==> src/design/kvt_pkg.sv <==
// kvt_pkg: shared types, command and status codes for the key/value table
`default_nettype none

package kvt_pkg;

	localparam int KVT_ENTRIES = 16;

	localparam logic [1:0] CMD_GET = 2'd0;
	localparam logic [1:0] CMD_SET = 2'd1;
	localparam logic [1:0] CMD_DEL = 2'd2;

	localparam logic [1:0] STAT_OK        = 2'd0;
	localparam logic [1:0] STAT_NOT_FOUND = 2'd1;
	localparam logic [1:0] STAT_FULL      = 2'd2;

	localparam logic signed [31:0] VALUE_MISSING = -32'sd1;

	typedef struct packed {
		logic        valid;
		logic [31:0] key;
	} slot_t;

	typedef struct packed {
		logic               valid;
		logic signed [31:0] read_value;
		logic [1:0]         status;
	} res_t;

endpackage

`default_nettype wire

==> src/design/kvt_ram.sv <==
// kvt_ram: single write port, single read port synchronous memory
`default_nettype none

module kvt_ram #(
	parameter int WIDTH = 32,
	parameter int DEPTH = 16
) (
	input  wire logic                     clk,
	input  wire logic                     we,
	input  wire logic [$clog2(DEPTH)-1:0] waddr,
	input  wire logic [WIDTH-1:0]         wdata,
	input  wire logic [$clog2(DEPTH)-1:0] raddr,
	output logic      [WIDTH-1:0]         rdata
);

	logic [WIDTH-1:0] mem_q [DEPTH];

	always_ff @(posedge clk) begin
		if (we) begin
			mem_q[waddr] <= wdata;
		end
		rdata <= mem_q[raddr];
	end

endmodule

`default_nettype wire

==> src/design/kvt_ctrl.sv <==
// kvt_ctrl: clearing pass, slot scan and read-modify-write sequencer
`default_nettype none

module kvt_ctrl
	import kvt_pkg::*;
#(
	parameter int ENTRIES = KVT_ENTRIES
) (
	input  wire logic                       clk,
	input  wire logic                       arst_n,
	input  wire logic                       in_valid,
	output logic                            in_ready,
	input  wire logic [1:0]                 command,
	input  wire logic signed [31:0]         key,
	input  wire logic signed [31:0]         value,
	output res_t                            res,
	input  wire logic                       res_ready,
	output logic                            k_we,
	output logic [$clog2(ENTRIES)-1:0]      k_waddr,
	output slot_t                           k_wdata,
	output logic [$clog2(ENTRIES)-1:0]      k_raddr,
	input  wire slot_t                      k_rdata,
	output logic                            v_we,
	output logic [$clog2(ENTRIES)-1:0]      v_waddr,
	output logic [31:0]                     v_wdata,
	output logic [$clog2(ENTRIES)-1:0]      v_raddr,
	input  wire logic [31:0]                v_rdata
);

	localparam int AW = $clog2(ENTRIES);
	localparam logic [AW-1:0] LAST = AW'(ENTRIES - 1);

	typedef enum logic [2:0] {
		ST_CLEAR,
		ST_IDLE,
		ST_SCAN,
		ST_GETV,
		ST_DONE
	} state_t;

	state_t             state_q;
	logic [AW-1:0]      chk_q;
	logic [AW-1:0]      free_q;
	logic               free_found_q;
	logic [1:0]         cmd_q;
	logic [31:0]        key_q;
	logic [31:0]        val_q;
	logic signed [31:0] rv_q;
	logic [1:0]         st_q;

	logic          hit;
	logic          last;
	logic          free_any;
	logic [AW-1:0] free_idx;

	assign hit      = k_rdata.valid && (k_rdata.key == key_q);
	assign last     = (chk_q == LAST);
	assign free_any = free_found_q || !k_rdata.valid;
	assign free_idx = free_found_q ? free_q : chk_q;

	assign in_ready       = (state_q == ST_IDLE);
	assign res.valid      = (state_q == ST_DONE);
	assign res.read_value = rv_q;
	assign res.status     = st_q;

	always_comb begin
		k_raddr = (state_q == ST_SCAN) ? chk_q + AW'(1) : '0;
		v_raddr = chk_q;
		k_we    = 1'b0;
		k_waddr = chk_q;
		k_wdata = '0;
		v_we    = 1'b0;
		v_waddr = chk_q;
		v_wdata = val_q;
		if (state_q == ST_CLEAR) begin
			k_we = 1'b1;
		end else if (state_q == ST_SCAN) begin
			if (hit) begin
				if (cmd_q == CMD_SET) begin
					v_we = 1'b1;
				end else if (cmd_q == CMD_DEL) begin
					k_we          = 1'b1;
					k_wdata.valid = 1'b0;
					k_wdata.key   = key_q;
				end
			end else if (last && cmd_q == CMD_SET && free_any) begin
				k_we          = 1'b1;
				k_waddr       = free_idx;
				k_wdata.valid = 1'b1;
				k_wdata.key   = key_q;
				v_we          = 1'b1;
				v_waddr       = free_idx;
			end
		end
	end

	always_ff @(posedge clk or negedge arst_n) begin
		if (!arst_n) begin
			state_q      <= ST_CLEAR;
			chk_q        <= '0;
			free_q       <= '0;
			free_found_q <= 1'b0;
			cmd_q        <= CMD_GET;
			key_q        <= '0;
			val_q        <= '0;
			rv_q         <= '0;
			st_q         <= STAT_OK;
		end else begin
			unique case (state_q)
				ST_CLEAR: begin
					chk_q <= chk_q + AW'(1);
					if (last) begin
						chk_q   <= '0;
						state_q <= ST_IDLE;
					end
				end
				ST_IDLE: begin
					if (in_valid) begin
						cmd_q        <= command;
						key_q        <= key;
						val_q        <= value;
						free_found_q <= 1'b0;
						if (command == CMD_GET || command == CMD_SET || command == CMD_DEL) begin
							state_q <= ST_SCAN;
						end else begin
							rv_q    <= '0;
							st_q    <= STAT_OK;
							state_q <= ST_DONE;
						end
					end
				end
				ST_SCAN: begin
					if (!k_rdata.valid && !free_found_q) begin
						free_q       <= chk_q;
						free_found_q <= 1'b1;
					end
					if (hit) begin
						rv_q <= '0;
						st_q <= STAT_OK;
						if (cmd_q == CMD_GET) begin
							state_q <= ST_GETV;
						end else begin
							state_q <= ST_DONE;
						end
					end else if (last) begin
						state_q <= ST_DONE;
						rv_q    <= '0;
						if (cmd_q == CMD_GET) begin
							rv_q <= VALUE_MISSING;
							st_q <= STAT_NOT_FOUND;
						end else if (cmd_q == CMD_DEL) begin
							st_q <= STAT_NOT_FOUND;
						end else begin
							st_q <= free_any ? STAT_OK : STAT_FULL;
						end
					end else begin
						chk_q <= chk_q + AW'(1);
					end
				end
				ST_GETV: begin
					rv_q    <= v_rdata;
					st_q    <= STAT_OK;
					state_q <= ST_DONE;
				end
				ST_DONE: begin
					chk_q <= '0;
					if (res_ready) begin
						state_q <= ST_IDLE;
					end
				end
				default: begin
					state_q <= ST_CLEAR;
					chk_q   <= '0;
				end
			endcase
		end
	end

	// table changes only during the clearing pass or a scan
	a_write_window: assert property (@(posedge clk) disable iff (!arst_n)
		(k_we || v_we) |-> (state_q == ST_CLEAR || state_q == ST_SCAN))
		else $error("memory write outside clear or scan");

	// a get never modifies the table
	a_get_readonly: assert property (@(posedge clk) disable iff (!arst_n)
		(state_q == ST_SCAN && cmd_q == CMD_GET) |-> (!k_we && !v_we))
		else $error("get wrote to the table");

	// value fetch follows a get hit only
	a_getv_origin: assert property (@(posedge clk) disable iff (!arst_n)
		(state_q == ST_GETV) |-> ($past(state_q) == ST_SCAN && cmd_q == CMD_GET))
		else $error("value fetch without get hit");

	// full status only for a set request
	a_full_on_set: assert property (@(posedge clk) disable iff (!arst_n)
		(res.valid && res.status == STAT_FULL) |-> (cmd_q == CMD_SET))
		else $error("full status on non-set request");

endmodule

`default_nettype wire

==> src/design/key_value_table_unit.sv <==
// key_value_table_unit: top level of the bounded associative key/value table
// one request at a time: in_ready is high only while the controller is idle
// a scan reads one slot per cycle and stops at a hit, a get hit adds a value read
// after reset a clearing pass writes every key slot before the first request is taken
// results sit in an output register while the next request is taken
`default_nettype none

module key_value_table_unit
	import kvt_pkg::*;
#(
	parameter int ENTRIES = KVT_ENTRIES
) (
	input  wire logic               clk,
	input  wire logic               arst_n,
	input  wire logic               in_valid,
	output logic                    in_ready,
	input  wire logic [1:0]         command,
	input  wire logic signed [31:0] key,
	input  wire logic signed [31:0] value,
	output logic                    out_valid,
	input  wire logic               out_ready,
	output logic signed [31:0]      read_value,
	output logic [1:0]              status
);

	localparam int AW = $clog2(ENTRIES);

	res_t          res;
	logic          res_ready;
	logic          k_we;
	logic [AW-1:0] k_waddr;
	slot_t         k_wdata;
	logic [AW-1:0] k_raddr;
	slot_t         k_rdata;
	logic          v_we;
	logic [AW-1:0] v_waddr;
	logic [31:0]   v_wdata;
	logic [AW-1:0] v_raddr;
	logic [31:0]   v_rdata;

	logic               out_valid_q;
	logic signed [31:0] read_value_q;
	logic [1:0]         status_q;

	kvt_ctrl #(
		.ENTRIES(ENTRIES)
	) u_ctrl (
		.clk      (clk),
		.arst_n   (arst_n),
		.in_valid (in_valid),
		.in_ready (in_ready),
		.command  (command),
		.key      (key),
		.value    (value),
		.res      (res),
		.res_ready(res_ready),
		.k_we     (k_we),
		.k_waddr  (k_waddr),
		.k_wdata  (k_wdata),
		.k_raddr  (k_raddr),
		.k_rdata  (k_rdata),
		.v_we     (v_we),
		.v_waddr  (v_waddr),
		.v_wdata  (v_wdata),
		.v_raddr  (v_raddr),
		.v_rdata  (v_rdata)
	);

	kvt_ram #(
		.WIDTH($bits(slot_t)),
		.DEPTH(ENTRIES)
	) u_key_ram (
		.clk  (clk),
		.we   (k_we),
		.waddr(k_waddr),
		.wdata(k_wdata),
		.raddr(k_raddr),
		.rdata(k_rdata)
	);

	kvt_ram #(
		.WIDTH(32),
		.DEPTH(ENTRIES)
	) u_value_ram (
		.clk  (clk),
		.we   (v_we),
		.waddr(v_waddr),
		.wdata(v_wdata),
		.raddr(v_raddr),
		.rdata(v_rdata)
	);

	// output register
	assign res_ready = !out_valid_q || out_ready;

	always_ff @(posedge clk or negedge arst_n) begin
		if (!arst_n) begin
			out_valid_q <= 1'b0;
		end else if (res_ready) begin
			out_valid_q <= res.valid;
		end
	end

	always_ff @(posedge clk) begin
		if (res_ready && res.valid) begin
			read_value_q <= res.read_value;
			status_q     <= res.status;
		end
	end

	assign out_valid  = out_valid_q;
	assign read_value = read_value_q;
	assign status     = status_q;

endmodule

`default_nettype wire

==> config.mk <==
export PLATFORM = sky130hd
export DESIGN_NAME = key_value_table_unit
export DESIGN_NICKNAME = d
export VERILOG_FILES = /design/src/design/kvt_pkg.sv /design/src/design/kvt_ram.sv /design/src/design/kvt_ctrl.sv /design/src/design/key_value_table_unit.sv
export SDC_FILE = /design/constraint.sdc
export NUM_CORES = 1
export LEC_CHECK = 0
export CAP_MARGIN = 10
export CORE_MARGIN = 4
export CORE_UTILIZATION = 63
export CTS_BUF_LIST = sky130_fd_sc_hd__clkbuf_16
export CTS_CLUSTER_SIZE = 16
export DETAILED_ROUTE_END_ITERATION = 8
export DONT_BUFFER_PORTS = 1
export GPL_ROUTABILITY_DRIVEN = 0
export PLACE_DENSITY = 0.88
export SLEW_MARGIN = 10
export SYNTH_ARGS = -nofsm -noshare
export SYNTH_HDL_FRONTEND = slang
export SYNTH_SLANG_ARGS = --single-unit
==> constraint.sdc <==
create_clock -name clk -period 5.9 [get_ports clk]
set_clock_uncertainty 0.15 [all_clocks]
set_input_delay 0.295 -clock clk [delete_from_list [all_inputs] [get_ports clk]]
set_output_delay 0.295 -clock clk [all_outputs]
set_load 0.01 [all_outputs]
==> flow_summary.json <==
{
  "drive_above_1_share_pct": 16.28,
  "clkTransAtPathRegs_ns": 0.06,
  "nFillCells": 4007,
  "initial_core_util_pct": 63.53,
  "clk_path_buf_depth": 3,
  "via_count": 27220,
  "power.density_nw_per_um2": 464.1,
  "ir_drop_mv": 0.5198,
  "drt-pass1-iter-count": 6,
  "start_kind": "flip-flop",
  "multiInputGateArea_um2": 11650,
  "combPwrFrac_pct": 23.2,
  "p_leak_nw": 18.91,
  "fin_crit_ns": 5.144,
  "fin_tns_setup_ns": 0,
  "tritoncts": "yes",
  "grt_pass1_vias": 28110,
  "crit_type": "reg2reg",
  "yosysTopAreaCell": "edfxtp_1",
  "io_buffers": 0,
  "dieWidth_um": 284.7,
  "yosys_warnings": 0,
  "grt_first_pass_wirelength_mm": 177.2,
  "netlist_area_um2": 48250,
  "post-route-drc-count": 0,
  "maxSlewViolCount": 0,
  "numCtsBuffers": 114,
  "yosysMostFrequentCell": "edfxtp_1",
  "cp_max_fo": 22,
  "switching_share_pct": 31.69,
  "ios": 106,
  "avgRoutedWirePerCell_um": 30.21,
  "clockRootBuffer": "clkbuf_16",
  "ant_nets": 0,
  "final-hold-violation-count": 0,
  "yosys.area.top_type_share_pct": 66.84,
  "fin_crit_sh_pct": 87.19,
  "totalWireLength_mm": 118.2,
  "clk_latency_ns": 0.71,
  "setup_viol_count_final": 0,
  "cts_sinks": 1252,
  "power.total_mw": 25.17,
  "grt-ovfl-total": 0,
  "row_count": 101,
  "crit_path_end_kind": "flip-flop",
  "switchingPower_mw": 7.975,
  "ys_seq_area_share_pct": 75.40,
  "cts.repair.resized": 0,
  "h-tree-depth": 3,
  "synth_edf_count": 1074,
  "antenna_found_initial": 4,
  "p_int_mw": 17.19,
  "maxSlewHeadroom_pct": 16.69,
  "core-area_um2": 75950,
  "synth_cell_types": 62,
  "synth_nets": 2772,
  "syn_to_final_growth_pct": 12.39,
  "tightest_slew_ns": 1.250,
  "routed_via_density": 6.956,
  "hold_path.class": "in2reg",
  "die-area_um2": 81080,
  "async_flop_share_pct": 9.026,
  "synth-main-ff-cell": "edfxtp_1",
  "synth_common_cells": "edfxtp_1, mux2i_1, nand2_1",
  "nNetsFinal": 2854,
  "p_seq_share_pct": 48.9,
  "fmax_mhz": 194.4,
  "register_area_um2": 36380,
  "first_iter_violations": 3662,
  "cp_data_arrival_time_ns": 5.34,
  "track_usage_pct": 29.09,
  "fp.dieH_um": 284.7,
  "synthCells": 2701,
  "drv_cap": 0,
  "avgSynthCellArea_um2": 17.86,
  "grt_max_degree": 134,
  "outcome": "finished clean",
  "clkPwrFrac_pct": 27.9,
  "ys_ff_latch": 1252,
  "synth_area_leaders": "edfxtp_1, dfrtp_1, mux2i_1, mux4_2, dfxtp_1",
  "critPathRequiredTime_ns": 6.10,
  "rsz0062_at_grt": "no",
  "hpwlAfterDp_mm": 57.87
}
==> power by group through the flow <==
stage	clock, mW	combinational (mW)	sequential, mW
global placement	0	5.30	12.3
finish	7.02	5.85	12.3
CTS	7.02	5.76	12.3
detailed placement	0	5.55	12.4
global route	7.47	6.15	12.4
floorplan	0	4.01	11.9
==> path summary, 6_finish.rpt <==
kind	cells past startpoint	from	endpoint	slack, ns
min in group asynchronous	2	arst_n	u_ctrl.rv_q[9]$_DFFE_PN0P_	0.10
max in group asynchronous	2	arst_n	u_ctrl.v_raddr[1]$_DFFE_PN0P_	4.90
hold reg to reg	2	u_value_ram.rdata[11]$_DFF_P_	u_ctrl.rv_q[11]$_DFFE_PN0P_	0.28
setup / recovery	8	u_ctrl.key_q[23]$_DFFE_PN0P_	u_key_ram.mem_q[5][29]$_DFFE_PP_	0.76
hold / removal	4	in_valid	u_ctrl.state_q[1]$_DFFE_PN0P_	0.03
setup reg to reg	8	u_ctrl.key_q[23]$_DFFE_PN0P_	u_key_ram.mem_q[5][29]$_DFFE_PP_	0.76
==> cell usage in the layout, fill, tap and decap left out, types with 7 or more instances in the layout <==
cell and count:
a311oi_1 34, a21oi_1 38, nor2b_1 72, mux4_2 97, nor3b_2 31, nor2_1 11
dlygate4sd3_1 69, a211oi_4 32, dfxtp_1 65, mux2_2 70, dfrtp_1 111, clkinv_1 33
mux2i_1 262, xnor2_1 15, buf_4 53, clkinv_2 19, nand2_1 207, o21ai_0 38
inv_1 40, nand4_1 7, a22oi_1 32, xor2_1 19, a31oi_1 35, edfxtp_1 1074
a221oi_1 64, a2bb2oi_1 32, a211oi_1 101, clkbuf_16 116, buf_12 10
==> through the flow <==
| stage | cells | setup WS, ns | cell area [µm²] | hold WS, ns | utilization [%] |
|---|---|---|---|---|---|
| after floorplan | 2701 | 0.9168 | 48250 | -0.1506 | - |
| after global placement | 3627 | 1.099 | 49930 | -0.1419 | 65.74 |
| after detailed placement | 3627 | 0.6381 | 49930 | -0.1359 | 65.75 |
| after CTS | 3911 | 0.5913 | 54210 | 0.003918 | 71.37 |
| after global routing | 3911 | 0.6265 | 54220 | 0.05526 | 71.39 |
| final | 3913 | 0.7558 | 54230 | 0.03242 | 71.40 |
==> state kept, by name, summed over array words and instances (netlist names) <==
register	flops
u_key_ram.mem_q	528
u_value_ram.mem_q	512
u_key_ram.rdata	33
read_value	32
u_ctrl.key_q	32
u_ctrl.rv_q	32
u_ctrl.v_wdata	32
u_value_ram.rdata	32
u_ctrl.free_q	4
u_ctrl.v_raddr	4
u_ctrl.state_q	3
status	2
u_ctrl.cmd_q	2
u_ctrl.st_q	2
out_valid	1
u_ctrl.free_found_q	1
==> logic make-up (layout without fill, tap and decap cells) <==
| logic type | count (synthesis) | in the layout | synth area share, % |
|---|---|---|---|
| buffers and inverters | 175 | 355 | 1.561 |
| XOR/XNOR | 34 | 34 | 0.6172 |
| other | 0 | 2 | 0 |
| AO/OA/AOI/OAI | 431 | 431 | 6.626 |
| AND/OR/NAND/NOR | 378 | 378 | 4.144 |
| multiplexers | 430 | 430 | 11.63 |
| adder cells (fa/ha/maj) | 1 | 1 | 0.02593 |
| flip-flops | 1252 | 1252 | 75.40 |
==> critical path, cell delays in order, from the launching register on <==
cell and delay, ns:
dfrtp_1 0.41, xor2_1 0.20, nor4_1 0.91, nand4_1 0.34, nor3_2 1.01, o311ai_2 0.20
buf_4 0.29, a211oi_4 0.95, buf_12 0.30
==> layer usage <==
layer  up-vias  global-route usage, %  share of wire, %
li1      10920                      -                 -
met1     13820                  36.55                34
met2      2065                  50.61                52
met3       407                  4.900               9.7
met4         4                  12.42               4.6
met5         -                      0             0.023
==> timing repair <==
item | 4_1_cts | 5_1_grt
hold buffers | 70 | 0
buffers inserted | 0 | 0
endpoints found under the hold margin | 183 | 0
==> final cells by class <==
| type | instances | share of cell area, % |
|---|---|---|
| Clock inverter | 98 | 1.204 |
| Timing Repair Buffer | 133 | 2.427 |
| Multi-Input combinational cell | 1274 | 21.48 |
| Tap cell | 1030 | 2.377 |
| Antenna cell | 2 | 0.009229 |
| Sequential cell | 1252 | 67.10 |
| Inverter | 8 | 0.05537 |
| Clock buffer | 116 | 5.353 |
(Power assumes the default switching activity.)
